===== config.mk =====
export PLATFORM = sky130hd
export DESIGN_NAME = calendar_date_add_subtract_unit
export DESIGN_NICKNAME = d
export VERILOG_FILES = /design/src/rtl/core/cdas_pkg.sv /design/src/rtl/core/cdas_leap.sv /design/src/rtl/core/cdas_step.sv /design/src/rtl/core/calendar_date_add_subtract_unit.sv
export SDC_FILE = /design/constraint.sdc
export NUM_CORES = 1
export LEC_CHECK = 0
export ABC_AREA = 0
export BUFFER_PORTS_ARGS = -buffer_cell sky130_fd_sc_hd__buf_2
export CAP_MARGIN = 20
export CORE_AREA = 2 2 183 185
export CTS_CLUSTER_SIZE = 28
export DETAILED_ROUTE_END_ITERATION = 10
export DIE_AREA = 0 0 185 187
export SLEW_MARGIN = 25
export SYNTH_ARGS = -nofsm -noshare
export SYNTH_HDL_FRONTEND = slang
export SYNTH_HIERARCHICAL = 1
export SYNTH_SLANG_ARGS = --single-unit

===== constraint.sdc =====
create_clock -name i_clk -period 8.65 [get_ports i_clk]
set_input_delay 0 -clock i_clk [delete_from_list [all_inputs] [get_ports i_clk]]
set_output_delay 0 -clock i_clk [all_outputs]
set_load 0.1 [all_outputs]

===== src/rtl/core/cdas_pkg.sv =====
// ----------------------------------------------------------------------------
// cdas_pkg
// Shared types, constants and calendar helpers for the date add/subtract unit.
// ----------------------------------------------------------------------------
package cdas_pkg;

    // field widths
    localparam int unsigned DAY_W   = 5;
    localparam int unsigned MONTH_W = 4;
    localparam int unsigned YEAR_W  = 14;
    localparam int unsigned COUNT_W = 12;
    localparam int unsigned REQ_W   = 2;
    localparam int unsigned CMP_W   = 2;

    // calendar limits
    localparam int unsigned MAX_YEAR      = 9999;
    localparam int unsigned MAX_STEP_DAYS = 4095;

    // year limit at field width, day count cap at field width
    localparam logic [YEAR_W-1:0]  YEAR_LIMIT = YEAR_W'(MAX_YEAR);
    localparam logic [COUNT_W-1:0] COUNT_CAP  =
        (MAX_STEP_DAYS > ((1 << COUNT_W) - 1)) ? {COUNT_W{1'b1}} : COUNT_W'(MAX_STEP_DAYS);

    // reset date
    localparam logic [DAY_W-1:0]   RST_DAY   = DAY_W'(1);
    localparam logic [MONTH_W-1:0] RST_MONTH = MONTH_W'(1);
    localparam logic [YEAR_W-1:0]  RST_YEAR  = YEAR_W'(1970);

    // request codes
    localparam logic [REQ_W-1:0] REQ_LOAD = 2'd0;
    localparam logic [REQ_W-1:0] REQ_ADD  = 2'd1;
    localparam logic [REQ_W-1:0] REQ_SUB  = 2'd2;
    localparam logic [REQ_W-1:0] REQ_CMP  = 2'd3;

    // compare result codes
    localparam logic [CMP_W-1:0] CMP_EQUAL   = 2'd0;
    localparam logic [CMP_W-1:0] CMP_LATER   = 2'd1;
    localparam logic [CMP_W-1:0] CMP_EARLIER = 2'd2;

    // months by number
    localparam logic [MONTH_W-1:0] MON_JAN = 4'd1;
    localparam logic [MONTH_W-1:0] MON_FEB = 4'd2;
    localparam logic [MONTH_W-1:0] MON_APR = 4'd4;
    localparam logic [MONTH_W-1:0] MON_JUN = 4'd6;
    localparam logic [MONTH_W-1:0] MON_SEP = 4'd9;
    localparam logic [MONTH_W-1:0] MON_NOV = 4'd11;
    localparam logic [MONTH_W-1:0] MON_DEC = 4'd12;

    // month lengths
    localparam logic [DAY_W-1:0] LEN_LEAP_FEB = 5'd29;
    localparam logic [DAY_W-1:0] LEN_FEB      = 5'd28;
    localparam logic [DAY_W-1:0] LEN_SHORT    = 5'd30;
    localparam logic [DAY_W-1:0] LEN_LONG     = 5'd31;

    // result of one month step of the shared unit
    typedef struct packed {
        logic                 done;   // remaining days fit in this month
        logic                 wrap;   // step crosses a year boundary
        logic [DAY_W-1:0]     day;
        logic [MONTH_W-1:0]   month;
        logic [COUNT_W-1:0]   count;
    } t_step_res;

    // days in a month, given the leap flag of its year
    function automatic logic [DAY_W-1:0] month_len(input logic [MONTH_W-1:0] month,
                                                    input logic leap);
        logic [DAY_W-1:0] len;
        if (month == MON_FEB) begin
            len = leap ? LEN_LEAP_FEB : LEN_FEB;
        end else if (month == MON_APR || month == MON_JUN ||
                     month == MON_SEP || month == MON_NOV) begin
            len = LEN_SHORT;
        end else begin
            len = LEN_LONG;
        end
        return len;
    endfunction

endpackage


===== src/rtl/core/cdas_leap.sv =====
// ----------------------------------------------------------------------------
// cdas_leap
// Leap year test: registered year / 100 by reciprocal, then the
// divisible-by-4 / 100 / 400 rule on the held quotient.
// ----------------------------------------------------------------------------
module cdas_leap (
    input  logic                      i_clk,
    input  logic [cdas_pkg::YEAR_W-1:0] i_year,  // must hold for two cycles
    output logic                      o_leap
);

    localparam int unsigned RECIP   = 5243;      // ceil(2^19 / 100)
    localparam int unsigned SHIFT   = 19;
    localparam int unsigned PROD_W  = cdas_pkg::YEAR_W + 13;
    localparam int unsigned QUOT_W  = 8;

    logic [PROD_W-1:0]               w_prod;
    logic [QUOT_W-1:0]               r_quot;
    logic [cdas_pkg::YEAR_W-1:0]     w_hundreds;
    logic                            w_div4;
    logic                            w_div100;

    // quotient by 100, exact for all 14-bit years
    assign w_prod = PROD_W'(i_year) * PROD_W'(RECIP);

    always_ff @(posedge i_clk) begin
        r_quot <= w_prod[SHIFT +: QUOT_W];
    end

    // quotient times 100 from shifts
    assign w_hundreds = cdas_pkg::YEAR_W'({r_quot, 6'b0}) + cdas_pkg::YEAR_W'({r_quot, 5'b0})
                      + cdas_pkg::YEAR_W'({r_quot, 2'b0});
    assign w_div4     = (i_year[1:0] == 2'b00);
    assign w_div100   = (w_hundreds == i_year);

    // divisible by 400 means divisible by 100 with a quotient divisible by 4
    assign o_leap = w_div4 && (!w_div100 || (r_quot[1:0] == 2'b00));

endmodule


===== src/rtl/core/cdas_step.sv =====
// ----------------------------------------------------------------------------
// cdas_step
// Shared month step unit: moves the working date by up to one month forward
// or back and returns the days still to go.
// ----------------------------------------------------------------------------
module cdas_step (
    input  logic                          i_back,
    input  logic [cdas_pkg::DAY_W-1:0]    i_day,
    input  logic [cdas_pkg::MONTH_W-1:0]  i_month,
    input  logic [cdas_pkg::COUNT_W-1:0]  i_count,
    input  logic                          i_leap,
    output cdas_pkg::t_step_res           o_res
);

    localparam int unsigned SUM_W = cdas_pkg::COUNT_W + 1;

    logic [cdas_pkg::MONTH_W-1:0] w_month_sel;
    logic [cdas_pkg::MONTH_W-1:0] w_prev_month;
    logic [cdas_pkg::DAY_W-1:0]   w_len;
    logic [SUM_W-1:0]             w_sum;
    logic [SUM_W-1:0]             w_used;

    // previous month wraps to december, whose length does not need the leap flag
    assign w_prev_month = (i_month == cdas_pkg::MON_JAN) ? cdas_pkg::MON_DEC
                                                         : i_month - 4'd1;
    assign w_month_sel  = i_back ? w_prev_month : i_month;
    assign w_len        = cdas_pkg::month_len(w_month_sel, i_leap);

    // forward: day plus count against month length; back: day against count
    assign w_sum  = SUM_W'(i_day) + SUM_W'(i_count);
    assign w_used = i_back ? SUM_W'(i_day) : (SUM_W'(w_len) - SUM_W'(i_day) + SUM_W'(1));

    always_comb begin
        o_res = '0;
        if (i_back) begin
            if (SUM_W'(i_day) > SUM_W'(i_count)) begin
                o_res.done  = 1'b1;
                o_res.day   = i_day - i_count[cdas_pkg::DAY_W-1:0];
                o_res.month = i_month;
                o_res.count = '0;
            end else begin
                o_res.day   = w_len;
                o_res.month = w_prev_month;
                o_res.count = i_count - w_used[cdas_pkg::COUNT_W-1:0];
                o_res.wrap  = (i_month == cdas_pkg::MON_JAN);
            end
        end else begin
            if (w_sum <= SUM_W'(w_len)) begin
                o_res.done  = 1'b1;
                o_res.day   = w_sum[cdas_pkg::DAY_W-1:0];
                o_res.month = i_month;
                o_res.count = '0;
            end else begin
                o_res.day   = cdas_pkg::DAY_W'(1);
                o_res.month = (i_month == cdas_pkg::MON_DEC) ? cdas_pkg::MON_JAN
                                                             : i_month + 4'd1;
                o_res.count = i_count - w_used[cdas_pkg::COUNT_W-1:0];
                o_res.wrap  = (i_month == cdas_pkg::MON_DEC);
            end
        end
    end

endmodule


===== src/rtl/core/calendar_date_add_subtract_unit.sv =====
// ----------------------------------------------------------------------------
// calendar_date_add_subtract_unit
// Holds one Gregorian date and serves load, add days, subtract days and
// compare requests, one result transfer per request.
// ----------------------------------------------------------------------------
// A request is taken only while the unit is idle. Compare skips the leap
// year test and goes straight to the result; load runs the leap year test,
// then a validity check. Add and subtract walk the date one month per cycle
// through the shared month step unit, and pause at each year boundary they
// cross for the leap year test of the new year. The largest day count is
// 4095. A finished result waits in the output register while the next
// request is already being taken.
module calendar_date_add_subtract_unit (
    input  logic        i_clk,
    input  logic        i_rst_n,
    // request stream
    input  logic        s_axis_tvalid,
    output logic        s_axis_tready,
    input  logic [39:0] s_axis_tdata,  // in_day[4:0], in_month[8:5], in_year[22:9],
                                       // day_count[34:23], zero fill[39:35]
    input  logic [1:0]  s_axis_tuser,  // req_type[1:0]
    // result stream
    output logic        m_axis_tvalid,
    input  logic        m_axis_tready,
    output logic [31:0] m_axis_tdata,  // out_day[4:0], out_month[8:5], out_year[22:9],
                                       // cmp_result[24:23], zero fill[31:25]
    output logic [0:0]  m_axis_tuser   // status[0]
);

    typedef enum logic [5:0] {
        S_IDLE = 6'b000001,
        S_DIV  = 6'b000010,
        S_LEAP = 6'b000100,
        S_LCHK = 6'b001000,
        S_STEP = 6'b010000,
        S_DONE = 6'b100000
    } t_state;

    t_state r_state, n_state;

    // committed date
    logic [cdas_pkg::DAY_W-1:0]   r_cur_day;
    logic [cdas_pkg::MONTH_W-1:0] r_cur_month;
    logic [cdas_pkg::YEAR_W-1:0]  r_cur_year;

    // working request
    logic [cdas_pkg::REQ_W-1:0]   r_req;
    logic [cdas_pkg::DAY_W-1:0]   r_wd;
    logic [cdas_pkg::MONTH_W-1:0] r_wm;
    logic [cdas_pkg::YEAR_W-1:0]  r_wy;
    logic [cdas_pkg::COUNT_W-1:0] r_n;
    logic                         r_leap;
    logic                         r_status;
    logic [cdas_pkg::CMP_W-1:0]   r_cmp;

    // output register
    logic                         r_ovalid;
    logic [cdas_pkg::DAY_W-1:0]   r_o_day;
    logic [cdas_pkg::MONTH_W-1:0] r_o_month;
    logic [cdas_pkg::YEAR_W-1:0]  r_o_year;
    logic                         r_o_status;
    logic [cdas_pkg::CMP_W-1:0]   r_o_cmp;

    logic [cdas_pkg::DAY_W-1:0]   w_in_day;
    logic [cdas_pkg::MONTH_W-1:0] w_in_month;
    logic [cdas_pkg::YEAR_W-1:0]  w_in_year;
    logic [cdas_pkg::COUNT_W-1:0] w_in_count;
    logic [cdas_pkg::COUNT_W-1:0] w_count_sat;
    logic [cdas_pkg::REQ_W-1:0]   w_in_req;
    logic [cdas_pkg::CMP_W-1:0]   w_cmp;
    logic                         w_in_xfer;
    logic                         w_out_free;
    logic                         w_leap;
    logic                         w_load_ok;
    logic                         w_wrap_fail;
    logic                         w_back;
    cdas_pkg::t_step_res          w_step;

    // request fields
    assign w_in_day   = s_axis_tdata[4:0];
    assign w_in_month = s_axis_tdata[8:5];
    assign w_in_year  = s_axis_tdata[22:9];
    assign w_in_count = s_axis_tdata[34:23];
    assign w_in_req   = s_axis_tuser;

    assign w_count_sat = (w_in_count > cdas_pkg::COUNT_CAP) ? cdas_pkg::COUNT_CAP : w_in_count;

    assign s_axis_tready = (r_state == S_IDLE);
    assign w_in_xfer     = s_axis_tvalid && s_axis_tready;
    assign w_out_free    = !r_ovalid || m_axis_tready;

    // lexicographic compare of stored date against raw request date
    always_comb begin
        if ({r_cur_year, r_cur_month, r_cur_day} > {w_in_year, w_in_month, w_in_day}) begin
            w_cmp = cdas_pkg::CMP_LATER;
        end else if ({r_cur_year, r_cur_month, r_cur_day} <
                     {w_in_year, w_in_month, w_in_day}) begin
            w_cmp = cdas_pkg::CMP_EARLIER;
        end else begin
            w_cmp = cdas_pkg::CMP_EQUAL;
        end
    end

    // leap test of the working year
    cdas_leap u_leap (
        .i_clk  (i_clk),
        .i_year (r_wy),
        .o_leap (w_leap)
    );

    // shared month step unit
    assign w_back = (r_req == cdas_pkg::REQ_SUB);

    cdas_step u_step (
        .i_back  (w_back),
        .i_day   (r_wd),
        .i_month (r_wm),
        .i_count (r_n),
        .i_leap  (r_leap),
        .o_res   (w_step)
    );

    // load validation
    assign w_load_ok = (r_wm >= cdas_pkg::MON_JAN) && (r_wm <= cdas_pkg::MON_DEC) &&
                       (r_wy != '0) && (r_wy <= cdas_pkg::YEAR_LIMIT) &&
                       (r_wd != '0) && (r_wd <= cdas_pkg::month_len(r_wm, r_leap));

    // year bound on a wrapping step
    assign w_wrap_fail = w_back ? (r_wy <= cdas_pkg::YEAR_W'(1))
                                : (r_wy >= cdas_pkg::YEAR_LIMIT);

    // sequencer
    always_comb begin
        n_state = r_state;
        unique case (r_state)
            S_IDLE: begin
                if (w_in_xfer) begin
                    n_state = (w_in_req == cdas_pkg::REQ_CMP) ? S_DONE : S_DIV;
                end
            end
            S_DIV:  n_state = S_LEAP;
            S_LEAP: n_state = (r_req == cdas_pkg::REQ_LOAD) ? S_LCHK : S_STEP;
            S_LCHK: n_state = S_DONE;
            S_STEP: begin
                priority if (w_step.done) begin
                    n_state = S_DONE;
                end else if (w_step.wrap) begin
                    n_state = w_wrap_fail ? S_DONE : S_DIV;
                end else begin
                    n_state = S_STEP;
                end
            end
            S_DONE: begin
                if (w_out_free) begin
                    n_state = S_IDLE;
                end
            end
            default: n_state = S_IDLE;
        endcase
    end

    // datapath and control registers
    always_ff @(posedge i_clk) begin
        if (!i_rst_n) begin
            r_state     <= S_IDLE;
            r_ovalid    <= 1'b0;
            r_cur_day   <= cdas_pkg::RST_DAY;
            r_cur_month <= cdas_pkg::RST_MONTH;
            r_cur_year  <= cdas_pkg::RST_YEAR;
        end else begin
            r_state <= n_state;
            // result valid: load a finished result, else drop a taken one
            if (r_state == S_DONE && w_out_free) begin
                r_ovalid <= 1'b1;
            end else if (m_axis_tready) begin
                r_ovalid <= 1'b0;
            end
            unique case (r_state)
                S_IDLE: begin
                    if (w_in_xfer) begin
                        r_req    <= w_in_req;
                        r_n      <= w_count_sat;
                        r_status <= 1'b0;
                        r_cmp    <= (w_in_req == cdas_pkg::REQ_CMP) ? w_cmp
                                                                    : cdas_pkg::CMP_EQUAL;
                        if (w_in_req == cdas_pkg::REQ_LOAD) begin
                            r_wd <= w_in_day;
                            r_wm <= w_in_month;
                            r_wy <= w_in_year;
                        end else begin
                            r_wd <= r_cur_day;
                            r_wm <= r_cur_month;
                            r_wy <= r_cur_year;
                        end
                    end
                end
                S_DIV: begin
                end
                S_LEAP: begin
                    r_leap <= w_leap;
                end
                S_LCHK: begin
                    if (w_load_ok) begin
                        r_cur_day   <= r_wd;
                        r_cur_month <= r_wm;
                        r_cur_year  <= r_wy;
                    end else begin
                        r_status <= 1'b1;
                    end
                end
                S_STEP: begin
                    priority if (w_step.done) begin
                        r_cur_day   <= w_step.day;
                        r_cur_month <= w_step.month;
                        r_cur_year  <= r_wy;
                    end else if (w_step.wrap && w_wrap_fail) begin
                        r_status <= 1'b1;
                    end else begin
                        r_wd <= w_step.day;
                        r_wm <= w_step.month;
                        r_n  <= w_step.count;
                        if (w_step.wrap) begin
                            r_wy <= w_back ? (r_wy - cdas_pkg::YEAR_W'(1))
                                           : (r_wy + cdas_pkg::YEAR_W'(1));
                        end
                    end
                end
                S_DONE: begin
                end
                default: begin
                end
            endcase
        end
    end

    // output payload
    always_ff @(posedge i_clk) begin
        if (r_state == S_DONE && w_out_free) begin
            r_o_day    <= r_cur_day;
            r_o_month  <= r_cur_month;
            r_o_year   <= r_cur_year;
            r_o_status <= r_status;
            r_o_cmp    <= r_cmp;
        end
    end

    assign m_axis_tvalid = r_ovalid;
    assign m_axis_tdata  = {7'b0, r_o_cmp, r_o_year, r_o_month, r_o_day};
    assign m_axis_tuser  = r_o_status;

    // stored date stays in range: month 1 to 12, nonzero day, year 1 to the year limit
    a_cur_valid : assert property (@(posedge i_clk) disable iff (!i_rst_n)
        (r_cur_month >= cdas_pkg::MON_JAN) && (r_cur_month <= cdas_pkg::MON_DEC) &&
        (r_cur_day != '0) && (r_cur_year != '0) && (r_cur_year <= cdas_pkg::YEAR_LIMIT))
        else $error("stored date out of range");

    // the stored date only moves when a load or a step commits
    a_cur_commit : assert property (@(posedge i_clk) disable iff (!i_rst_n)
        !$stable({r_cur_year, r_cur_month, r_cur_day}) && $past(i_rst_n) |->
        ($past(r_state) == S_LCHK) || ($past(r_state) == S_STEP))
        else $error("stored date changed outside a commit");

    // a failed request never carries a compare code
    a_status_cmp : assert property (@(posedge i_clk) disable iff (!i_rst_n)
        m_axis_tvalid && m_axis_tuser[0] |-> (m_axis_tdata[24:23] == cdas_pkg::CMP_EQUAL))
        else $error("error status together with compare result");

    // the remaining day count never grows while stepping
    a_count_falls : assert property (@(posedge i_clk) disable iff (!i_rst_n)
        (r_state == S_STEP) && $past(r_state == S_STEP) && $past(i_rst_n) |->
        r_n <= $past(r_n))
        else $error("day count grew during stepping");

endmodule

* Word level (Yosys, flattened, before mapping) *
Index checks and enable logic that the tools add are counted.
W data, S select, Z words.

storage, ports and cells
  register bits = 105
  bits of input ports = 46
  output and inout bits = 35
  logic and storage cells = 176

cells by class
  add/sub/neg operators = 11
  multipliers = 1
  magnitude comparators = 11
  eq/ne operators = 30
  multiplexer cells = 65
  bitwise logic cells = 1
  reduce and logical (&&, ||, !) cells = 37

operators with widths
  operator                  count
  $mux W14                  8
  $mux W12                  5
  $pmux W14 S2              2
  $mux W5                   9
  $mux W21                  2
  $mux W4                   9
  $mux W6                   6
  $pmux W6 S6               1
  $mul A14 B13 Y27 const B  1
  $pmux W12 S2              1
  $gt A23 B23 Y1            1
  $lt A23 B23 Y1            1
  $mux W23                  1
  $eq A4 B4 Y1 const B      5
  $pmux W5 S2               2
  $eq A4 B3 Y1 const B      4
  $pmux W4 S2               2
  $mux W1                   15
  $add A14 B1 Y14 const B   1
  $add A14 B10 Y14          1
  $add A14 B13 Y14          1
  $eq A14 B14 Y1            1
  $ge A14 B14 Y1 const B    1
  $le A14 B1 Y1 const B     1
  42 further kinds          75

* Longest topological paths before layout *
Gate-level depths: netlist of the first run.

  depth after elaboration = 19
  depth in mapped cells = 26
  depth with buffers taken out = 24

* Hierarchy *
The synthesis of the first run kept the hierarchy.

modules (own cells, without submodules)
  module                           instances  cells an instance  area each (um^2)  seq. area each (um^2)
  calendar_date_add_subtract_unit  1          536                5361.4            2612.5
  cdas_leap                        1          404                4061.4            160.2
  cdas_step                        1          262                1830.5            0.0

* Worst setup path before layout of the first run *
Ideal clock, no wire load.

  kind = register -> register
  from = reg r_wm[1] (netlist name)
  to = reg r_n[0] (netlist name), enable pin
  library setup time = 0.406 ns
  arrival time = 4.497 ns
  data required time = 8.244 ns
  path slack = 3.747 ns
  stages on the path, launching flop included = 20
  path buffers = 2
  clock period less this slack = 4.903 ns
  cell sequence = edfxtp_1 clkbuf_1 inv_1 ha_1 nor3b_1 nor2_1 mux2_2 nor2_1 nand3_1 inv_1 ha_1 nor2b_1 o21ai_0 nor3_1 or4_4 buf_6 a32o_1 o221ai_1 nand2_1 a21oi_1

RTL lines
  item                    line                                    source
  start, declared         calendar_date_add_subtract_unit.sv:49   logic [cdas_pkg::MONTH_W-1:0] r_wm;
  start signal, assigned  calendar_date_add_subtract_unit.sv:188  r_wm <= w_in_month;
  start signal, assigned  calendar_date_add_subtract_unit.sv:192  r_wm <= r_cur_month;
  start signal, assigned  calendar_date_add_subtract_unit.sv:220  r_wm <= w_step.month;
  end signal, assigned    calendar_date_add_subtract_unit.sv:182  r_n <= w_count_sat;
  end signal, assigned    calendar_date_add_subtract_unit.sv:221  r_n <= w_step.count;
  end, declared           calendar_date_add_subtract_unit.sv:51   logic [cdas_pkg::COUNT_W-1:0] r_n;

==> summary.md, run 1 <==
| Metric | Value |
|---|---|
| Pwr per Cell Area | `287 mW/mm^2` |
| Fraction of registers with async set or reset after synthesis | `0%` |
| DP Wirelength | `~21 mm` |
| R2R Path End | `r_n[8]` |
| Layout area overhead | `11.1%` |
| Final setup vio count | `0` |
| Critical Path Slowest Stage Cell | `fa_1` |
| Critical path arrival | `5690 ps` |
| Clk_lat worst skew | `360 ps` |
| Root Buffer | `clkbuf_16` |
| First-pass GRT wire length | `45.0 mm` |
| Cells after Synth | `around 1200` |
| RSZ-0062 raised after global routing | `false` |
| Cell variety after synth | `77` |
| Fillers | `3377` |
| Critical Path Most Common Cell | `nand2_1` |
| Die X | `~190 um` |
| Critical Path RT | `slightly below 9000 ps` |
| Global placement routability congestion | `0.871` |
| Post-CTS Setup Inserts | `0` |
| Final hold violation count | `0` |
| Die area | `~0.035 sq mm` |
| Peak supply drop | `0.190 mV` |
| Fin crit period | `5570 ps` |
| Worst Reg2Reg Path Length in Cells | `23` |
| Dominant synthesized flop cell | `edfxtp_1` |
| Total number of vias | `about 8700` |
| Worst path max stage delay | `440 ps` |
| Reg2Reg Setup Slack | `3080 ps` |
| Most frequent cells in the layout | `ha_1 (169), inv_1 (163), nand2_1 (122)` |
| Startpoint Class | `flop` |
| Drt drc | `0` |
| Leading area contributor after synthesis | `ha_1` |
| Placed instance count | `roughly 1700` |
| Synth top area share | `18.8%` |
| Register area share after synthesis | `24.6%` |
| Max-Cap Viols | `0` |
| Pwr Total | `3580 uW` |
| Core Footprint | `0.0329 sq mm` |
| Status | `complete, no violations` |
| Critical-path cell list | `nand2b_1 -> inv_1 -> buf_4 -> mux2_2 -> and3_1 -> a21o_1 -> ha_1 -> fa_1 -> or2_2 -> nand2_1 -> nand3_1 -> xnor2_1 -> nor2_1 -> xnor2_1 -> ha_1 -> o21ai_0 -> a21boi_0 -> o211ai_1 -> a21boi_0 -> o21ai_0 -> nor3b_1 -> nand2_1 -> nand2_1` |
| Routed wire length | `27.2 mm` |
| Worst-margin pin slew | `between 900 and 1000 ps` |
| Initial antenna violation count | `0` |
| GRT Total Usage | `16.3%` |
| Most common cell after layout, fill and taps aside | `ha_1` |
| Rel. slew slack | `37.6%` |
| Post-synthesis cell area | `0.0113 sq mm` |
| Final period util | `between 60% and 70%` |
| CTS Buf Count | `9` |
| Non-filler cells, final | `1723` |
| Synth Register Bits | `105` |
| Max Clk Rate | `0.179 GHz` |
| Hold WC Path Type | `in2reg` |
| Io pins | `between 80 and 90` |
| H-tree levels | `3` |
| CTS sink count | `between 100 and 150` |
| Largest net degree at the start of global routing | `between 40 and 50` |
| Total gr overflow | `0` |
| Initial core utilization | `34.2%` |
| Pins Over Slew Limit | `0` |
| Vias in the first global route | `8732` |
| Leak Pwr | `~0.0057 uW` |
| CTS tree | `done` |
| Drt pass-1 iters | `5` |
| EDFF count, synth | `67` |
| IO Port Bufs | `68` |
| Crit path kind | `reg2reg` |
| TNS Setup | `0 ps` |
| NumNets Final | `between 1500 and 2000` |
| Crit. Startpoint | `r_req[0]` |
| Die height | `187 um` |
| Clock Tree Buf Depth | `2` |
| Setup slack at placement | `~3200 ps` |
| Synth area leaders | `ha_1 (19%), edfxtp_1 (18%), fa_1 (13%), dfxtp_1 (6.8%), inv_1 (5.4%)` |
| Yosys warns | `6` |
| # diodes | `0` |
| Syn avg cell area | `about 9.4 sq um` |
| Worst-path maximum fanout | `31` |
| Fin worst setup slack | `3080 ps` |
| Share of cells above drive strength 1 | `a little over a tenth` |
| Row Count | `67` |
| Routed Antenna Nets | `0` |
| Clock slew at reported path FFs | `80 ps` |
| Worst clock skew | `12.5 ps` |
| Post-DR vias/cell | `5.06` |
| RR Startpoint | `r_req[0]` |
| First DRT Iteration DRCs | `387` |
| Crit path to | `r_n[8]` |
| Crit. End Element | `flop` |
| Wire per inst | `15.8 um` |
-- state kept, by name, indices dropped and copies added (netlist names), 5 cells and up --
| register | cells |
|---|---|
| r_cur_day | 5 |
| r_cur_year | 14 |
| r_n | 12 |
| r_o_day | 5 |
| r_o_year | 14 |
| r_state | 6 |
| r_wd | 5 |
| r_wy | 14 |
| u_leap/r_quot | 8 |
-- synth_stat cells, types with 23 or more instances --
master and instances:
ha_1 169, inv_1 163, nand2_1 122, fa_1 72, edfxtp_1 67, nor2_1 60
o21ai_0 53, a21oi_1 44, dfxtp_1 38, mux2i_1 34, xnor2_1 33, nand3_1 28
clkbuf_1 27, xor2_1 23
-- how the worst min path moves through the flow --
stage                                start  endpoint  slack [ps]  cells past startpoint
after floorplan            s_axis_tuser[0]  r_req[0]         100                      0
after global placement     s_axis_tuser[1]  r_req[1]         240                      1
after detailed placement   s_axis_tuser[0]  r_req[0]         240                      1
after CTS                 s_axis_tdata[13]   r_wy[4]           6                      3
after global routing      s_axis_tdata[13]   r_wy[4]          40                      3
final                     s_axis_tdata[13]   r_wy[4]          20                      3
-- through the flow --
step	util [%]	hold WS, ps	instance area (sq um)
floorplan	-	98.9	11300
global placement	36.6	238	12000
detailed placement	36.6	237	12000
CTS	38.0	5.55	12500
global route	38.0	42.2	12500
finish	38.0	19.9	12500
-- critical path: cells and delay by family (launching register included) --
family                   cells  cell delay, ps
AND/OR/NAND/NOR              9            1480
AO/OA/AOI/OAI                6            1240
adder cells (fa/ha/maj)      3             980
buffers and inverters        2             470
flip-flops                   1             430
multiplexers                 1             390
XOR/XNOR                     2             330
-- cells by family after synthesis --
| kind of cell | synth area share (%) |
|---|---|
| AO/OA/AOI/OAI | 12.2 |
| XOR/XNOR | 4.36 |
| adder cells (fa/ha/maj) | 31.6 |
| buffers and inverters | 7.69 |
| flip-flops | 24.6 |
| multiplexers | 4.23 |
| other | 0.0333 |
| AND/OR/NAND/NOR | 15.2 |
-- repair_timing --
item	CTS	global route
hold endpoints to repair	15	0
hold buffers	15	0
resized for setup	0	0
-- final cells by class --
| cell class | count | area, sq um | area share, % |
|---|---|---|---|
| timing repair buffer | 97 | 596 | 4.77 |
| clock inverter | 6 | 71.3 | 0.571 |
| tap | 448 | 561 | 4.49 |
| sequential | 105 | 2770 | 22.2 |
| clock buffer | 10 | 239 | 1.91 |
| inverter | 163 | 612 | 4.90 |
| multi-input combinational | 894 | 7650 | 61.2 |
-- power breakdown --
| part | internal (uW) | total [uW] | switching (uW) |
|---|---|---|---|
| clock | 237 | 443 | 207 |
| sequential | 594 | 683 | 88.8 |
| combinational | 1050 | 2460 | 1410 |
| total | 1880 | 3580 | 1700 |
-- routing by layer --
metal / global-route usage (%) / share of wire, % / up-vias
met5: 0 / 0 / -
met3: 2.12 / 3.5 / 30
met1: 21.5 / 46 / 4203
met4: 4.37 / 1.7 / 0
li1: - / - / 4306
met2: 28.0 / 49 / 178
(Power assumes the default switching activity.)
==> inputs of run 2 (changes only) <==
clock period = 5.8 ns   (was 8.65 ns; I/O delays follow)
==> summary.md, run 2 (synthesis gave the netlist of run 1 again) <==
| Metric | Value |
|---|---|
| Status | `complete, no violations` |
| Critical path arrival | `5470 ps (-220 ps)` |
| Drt pass-1 iters | `4 (-1)` |
| Final period util | `90.1% (+26 points)` |
| Initial antenna violation count | `0 (unchanged)` |
| Max Clk Rate | `0.191 GHz (+6.6%)` |
| Final core utilization | `38.3% (+0.23 points)` |
| Vias in the first global route | `8833 (+1.2%)` |
| Die X | `185 um (unchanged)` |
| First DRT Iteration DRCs | `446 (+15%)` |
| Worst min-delay path startpoint | `s_axis_tdata[9]` |
| NumNets Final | `1567 (+0.64%)` |
| Hold WC Path Type | `in2reg` |
| Die height | `187 um (unchanged)` |
| Cts repair resizes | `0 (unchanged)` |
| Post-CTS Setup Inserts | `0 (unchanged)` |
| Critical Path RT | `6050 ps (-2710 ps)` |
| CTS Hold Bufs | `15 (unchanged)` |
| CTS Buf Count | `9 (unchanged)` |
| Routed wire length | `27.3 mm (+0.19%)` |
| Initial core utilization | `34.2% (unchanged)` |
| RSZ-0062 raised after global routing | `false` |
| CTS sink count | `105 (unchanged)` |
| H-tree levels | `3 (unchanged)` |
| Crit. Startpoint | `r_req[0]` |
| Most common cell after layout, fill and taps aside | `ha_1` |
| Design area | `0.0126 sq mm (+0.60%)` |
| Top flop regs | `r_cur_year: 14 flops, r_o_year: 14 flops, r_wy: 14 flops` |
| Pwr per Cell Area | `426 mW/mm^2 (+48%)` |
| Die area | `0.0346 sq mm (unchanged)` |
| Io pins | `81 (unchanged)` |
| TNS Setup | `0 ps (unchanged)` |
| Comb pwr share | `69.1% (+0.5 points)` |
| IO Port Bufs | `68 (unchanged)` |
| Reg2Reg Setup Slack | `570 ps (-2500 ps)` |
| Core Footprint | `0.0329 sq mm (unchanged)` |
| Worst-path maximum fanout | `16 (-48%)` |
| Switching pwr | `2580 uW (+52%)` |
| GRT Total Usage | `16.2% (-0.17 points)` |
| WHS | `23.4 ps (+3.52 ps)` |
| Rel. slew slack | `41.3% (+3.7 points)` |
| Routed Antenna Nets | `0 (unchanged)` |
| Total number of vias | `8736 (+0.22%)` |
| Final hold violation count | `0 (unchanged)` |
| Power share of the clock group | `12.1% (-0.3 points)` |
| Crit path kind | `reg2reg` |
| Clock slew at reported path FFs | `90 ps (about the same)` |
| Seq pwr share | `18.9% (-0.2 points)` |
| Total gr overflow | `0 (unchanged)` |
| Internal | `2780 uW (+47%)` |
| Pwr Total | `5350 uW (+49%)` |
| First-pass GRT wire length | `44.5 mm (-1.1%)` |
| Worst clock skew | `13.7 ps (+1.23 ps)` |
| RR Startpoint | `r_req[0]` |
| Net Sw Frac | `48.1% (+0.69 points)` |
| Clock Tree Buf Depth | `2 (unchanged)` |
| Row Count | `67 (unchanged)` |
| Peak supply drop | `0.230 mV (+21%)` |
| Worst-margin pin slew | `880 ps (-56.2 ps)` |
| Final setup vio count | `0 (unchanged)` |
| DP Area | `0.0121 sq mm (+0.62%)` |
| Max-Cap Viols | `0 (unchanged)` |
| Crit. End Element | `flop` |
| CTS tree | `done` |
| # diodes | `0 (unchanged)` |
| DP Wirelength | `21.9 mm (+3.4%)` |
| Wire per inst | `15.7 um (-0.38%)` |
| Pins Over Slew Limit | `0 (unchanged)` |
| Drt drc | `0 (unchanged)` |
| Most frequent cells in the layout | `ha_1 (169), inv_1 (163), nand2_1 (122)` |
| Root Buffer | `clkbuf_16` |
| Fillers | `3346 (-0.92%)` |
| Startpoint Class | `flop` |
| Fin crit period | `5230 ps (-346 ps)` |
| Share of cells above drive strength 1 | `11.2% (+0.77 points)` |
| Leak Pwr | `0.00569 uW (+0.71%)` |
| Largest net degree at the start of global routing | `45 (unchanged)` |
| Global placement routability congestion | `0.856 (-1.8%)` |
| Layout area overhead | `11.7%` |
| Clk_lat worst skew | `370 ps (about the same)` |
| Post-DR vias/cell | `5.04 (-0.36%)` |
[run 2: cell count changes in the layout (fill, tap and decap cells not counted), sizes merged]
cell,before,now
clkinv,2,4
buf,82,92
bufinv,1,0
clkbuf,10,9
inv,166,165
clkinvlp,0,1
[run 2: routing by layer]
metal  part of all wire, %  track usage, %  wire length, um  vias to the layer above
met2                    51            29.0            13900                      144
met1                    45            20.4            12300                     4248
li1                      -               -                -                     4319
met3                   2.5            2.01              669                       25
met4                   1.5            3.97              410                        0
met5                     0               0                0                        -
[run 2: worst paths after layout]
check,to,depth (start not counted)
hold reg to reg,r_o_cmp[1],0
setup / recovery,r_n[10],22
hold / removal,r_wy[0],3
setup reg to reg,r_n[10],22
[run 2: metrics by stage]
step,setup slack (ps),instances
after global placement,687,1702
final,574,1733
after global routing,152,1733
after CTS,597,1733
after detailed placement,644,1702
after floorplan,897,1208
[run 2: power groups by stage]
stage	combinational, uW	sequential, uW	clock (uW)
2_1_floorplan	2880	1020	0
5_1_grt	4220	1030	677
6_report	3700	1010	646
3_5_place_dp	3690	1030	0
3_3_place_gp	3600	1030	0
4_1_cts	3720	1010	660
[run 2: worst max-delay path, cell delays in order (launching register included)]
cell       delay (ps)
edfxtp_1          430
nand2b_1          190
inv_1             390
mux2_2            400
and3_1            180
a21o_1            180
ha_1              210
fa_1              430
or2_2             320
nand2_1            80
nand3_1           140
xnor2_1           190
nor2_1             70
xnor2_1           150
ha_1              330
o21ai_0           120
a21boi_0          340
o211ai_1          180
a2111oi_0         420
a31oi_1            70
a21oi_1           140
nand2_1            60
nand2_1            80
[run 2: area by class of cell]
class	instances	area (sq um)	area share [%]
tap	448	561	4.46
clock buffer	9	225	1.79
inverter	163	612	4.87
multi-input combinational	894	7650	60.8
sequential	105	2770	22.1
clock inverter	7	85.1	0.677
timing repair buffer	107	671	5.33
==> inputs of run 3 (changes only) <==
--- a/config.mk
+++ b/config.mk
@@ -13,4 +13,5 @@
 export DETAILED_ROUTE_END_ITERATION = 10
 export DIE_AREA = 0 0 185 187
+export GPL_TIMING_DRIVEN = 0
 export SLEW_MARGIN = 25
 export SYNTH_ARGS = -nofsm -noshare
==> constraint.sdc (replaced) <==
create_clock -name i_clk -period 5.8 [get_ports i_clk]
set_input_delay 0 -clock i_clk [delete_from_list [all_inputs] [get_ports i_clk]]
set_output_delay 0 -clock i_clk [all_outputs]
set_load 0.005 [all_outputs]
==> summary.md, run 3 (synthesis gave the netlist of run 1 again) <==
| Metric | Value |
|---|---|
| Clk_lat worst skew | `370 ps (about the same)` |
| Layout area overhead | `13.1%` |
| Die area | `0.0346 sq mm (unchanged)` |
| Most frequent cells in the layout | `ha_1 (169), inv_1 (163), nand2_1 (122)` |
| Core Footprint | `0.0329 sq mm (unchanged)` |
| Status | `complete, no violations` |
| Initial core utilization | `34.2% (unchanged)` |
| First-pass GRT wire length | `45.3 mm (+1.8%)` |
| H-tree levels | `3 (unchanged)` |
| TNS Setup | `0 ps (unchanged)` |
| Routed wire length | `28.0 mm (+2.7%)` |
| Final period util | `93.6% (+3.5 points)` |
| Critical Path Slowest Stage Cell | `edfxtp_1` |
| Critical-path cell list | `clkbuf_2 -> inv_1 -> ha_1 -> o21a_1 -> o21ai_0 -> o21ai_0 -> a21o_1 -> ha_1 -> fa_1 -> or2_2 -> nand2_1 -> nand3_1 -> xnor2_1 -> nor2_1 -> xnor2_1 -> ha_1 -> o21ai_1 -> a21boi_2 -> o211ai_1 -> a2111oi_0 -> a31oi_1 -> a21oi_1 -> nand2_1 -> nand2_1` |
| Pins Over Slew Limit | `0 (unchanged)` |
| Worst-path maximum fanout | `10 (-6)` |
| CTS tree | `done` |
| Design area | `0.0127 sq mm (+1.2%)` |
| Row Count | `67 (unchanged)` |
| Pwr per Cell Area | `418 mW/mm^2 (-1.8%)` |
| GRT Total Usage | `16.6% (+0.44 points)` |
| Fillers | `3332 (-0.42%)` |
| DP Area | `0.0122 sq mm (+1.0%)` |
| # diodes | `0 (unchanged)` |
| Crit. End Element | `flop` |
| Hold WC Path Type | `in2reg` |
| Post-DR vias/cell | `5.06 (+0.38%)` |
| Leak Pwr | `0.00574 uW (+0.92%)` |
| IO Port Bufs | `68 (unchanged)` |
| Drt drc | `0 (unchanged)` |
| Clock Tree Buf Depth | `2 (unchanged)` |
| Peak supply drop | `0.281 mV (+22%)` |
| Share of cells above drive strength 1 | `11.0% (-0.21 points)` |
| Largest net degree at the start of global routing | `27 (-40%)` |
| Global placement routability congestion | `0.858 (+0.28%)` |
| Top flop regs | `r_cur_year: 14 flops, r_o_year: 14 flops, r_wy: 14 flops` |
| Die X | `185 um (unchanged)` |
| CTS sink count | `105 (unchanged)` |
| Post-CTS Setup Inserts | `0 (unchanged)` |
| Vias in the first global route | `8552 (-3.2%)` |
| CTS Buf Count | `9 (unchanged)` |
| Final setup vio count | `0 (unchanged)` |
| Io pins | `81 (unchanged)` |
| Total gr overflow | `0 (unchanged)` |
| First DRT Iteration DRCs | `612 (+37%)` |
| Total number of vias | `8896 (+1.8%)` |
| Die height | `187 um (unchanged)` |
| Rel. slew slack | `40.0% (-1.4 points)` |
| Crit path buf inv count | `2 (+1)` |
| Non-filler cells, final | `1758 (+1.4%)` |
| Startpoint Class | `flop` |
| Initial antenna violation count | `0 (unchanged)` |
| Max Clk Rate | `0.184 GHz (-3.7%)` |
| Routed Antenna Nets | `0 (unchanged)` |
| Worst-margin pin slew | `901 ps (+20.7 ps)` |
| Worst path max stage delay | `540 ps (+110 ps)` |
| Drt pass-1 iters | `4 (unchanged)` |
| Clock slew at reported path FFs | `90 ps (about the same)` |
| Most common cell after layout, fill and taps aside | `ha_1` |
| Placed instance count | `1726 (+1.4%)` |
| Wire per inst | `15.9 um (+1.3%)` |
| Final core utilization | `38.7% (+0.47 points)` |
| NumNets Final | `1592 (+1.6%)` |
| Final hold violation count | `0 (unchanged)` |
| Root Buffer | `clkbuf_16` |
| DP Wirelength | `22.9 mm (+4.7%)` |
| Critical Path RT | `6040 ps (about the same)` |
| CP delay by family, top | `compound AO/OA/AOI/OAI gates` |
| Critical path arrival | `5670 ps (+200 ps)` |
| Fin crit period | `5430 ps (+201 ps)` |
| Crit path kind | `reg2reg` |
| Worst clock skew | `11.3 ps (-2.45 ps)` |
| Max-Cap Viols | `0 (unchanged)` |
run 3: final timing paths:
check	startpoint	to	slack [ps]	cells after the start
max	r_wm[0]	r_n[10]	370	24
min	s_axis_tdata[10]	r_wy[1]	30	3
max reg2reg	r_wm[0]	r_n[10]	370	24
min reg2reg	r_cmp[0]	r_o_cmp[0]	410	0
run 3: area by class of cell:
class | count | area, sq um | share of cell area [%]
Multi-Input combinational cell | 894 | 7670 | 60.3
Sequential cell | 105 | 2770 | 21.8
Inverter | 163 | 612 | 4.81
Tap cell | 448 | 561 | 4.40
Timing Repair Buffer | 86 | 539 | 4.24
Buffer | 46 | 259 | 2.04
Clock buffer | 9 | 225 | 1.77
Clock inverter | 7 | 88.8 | 0.698
run 3: per-stage QoR:
step | setup slack (ps) | power, uW | hold WS [ps]
CTS | 3.06 | 5370 | 15.8
floorplan | 897 | 3820 | 98.9
global placement | -631 | 4580 | 223
finish | 373 | 5320 | 30.1
detailed placement | -22.4 | 4660 | 218
global route | -0.930 | 5920 | 46.0
run 3: worst register-to-register path: stages, from the launching register on:
cell	delay, ps
edfxtp_1	540
clkbuf_2	280
inv_1	70
ha_1	270
o21a_1	200
o21ai_0	310
o21ai_0	150
a21o_1	240
ha_1	220
fa_1	450
or2_2	320
nand2_1	80
nand3_1	130
xnor2_1	180
nor2_1	70
xnor2_1	180
ha_1	340
o21ai_1	100
a21boi_2	190
o211ai_1	160
a2111oi_0	400
a31oi_1	70
a21oi_1	180
nand2_1	100
nand2_1	80
run 3: layer usage:
metal | vias to the layer above | wire [um] | track usage (%)
met3 | 24 | 1240 | 2.53
li1 | 4374 | - | -
met1 | 4297 | 12900 | 23.0
met4 | 0 | 361 | 3.45
met2 | 201 | 13500 | 27.4
met5 | - | 0 | 0
run 3: power breakdown:
group	switching, uW	leakage [uW]	internal (uW)
clock network	351	0.000153	315
registers	125	0.000930	886
logic	2050	0.00466	1590
total	2530	0.00574	2790
run 3: what timing repair did:
item | in CTS | in global routing
resized for setup | 1 | 12
endpoints found under the setup margin | 1 | 8
hold endpoints to repair | 16 | 0
pin swaps | 0 | 1
cloned | 0 | 0
hold buffers | 16 | 0
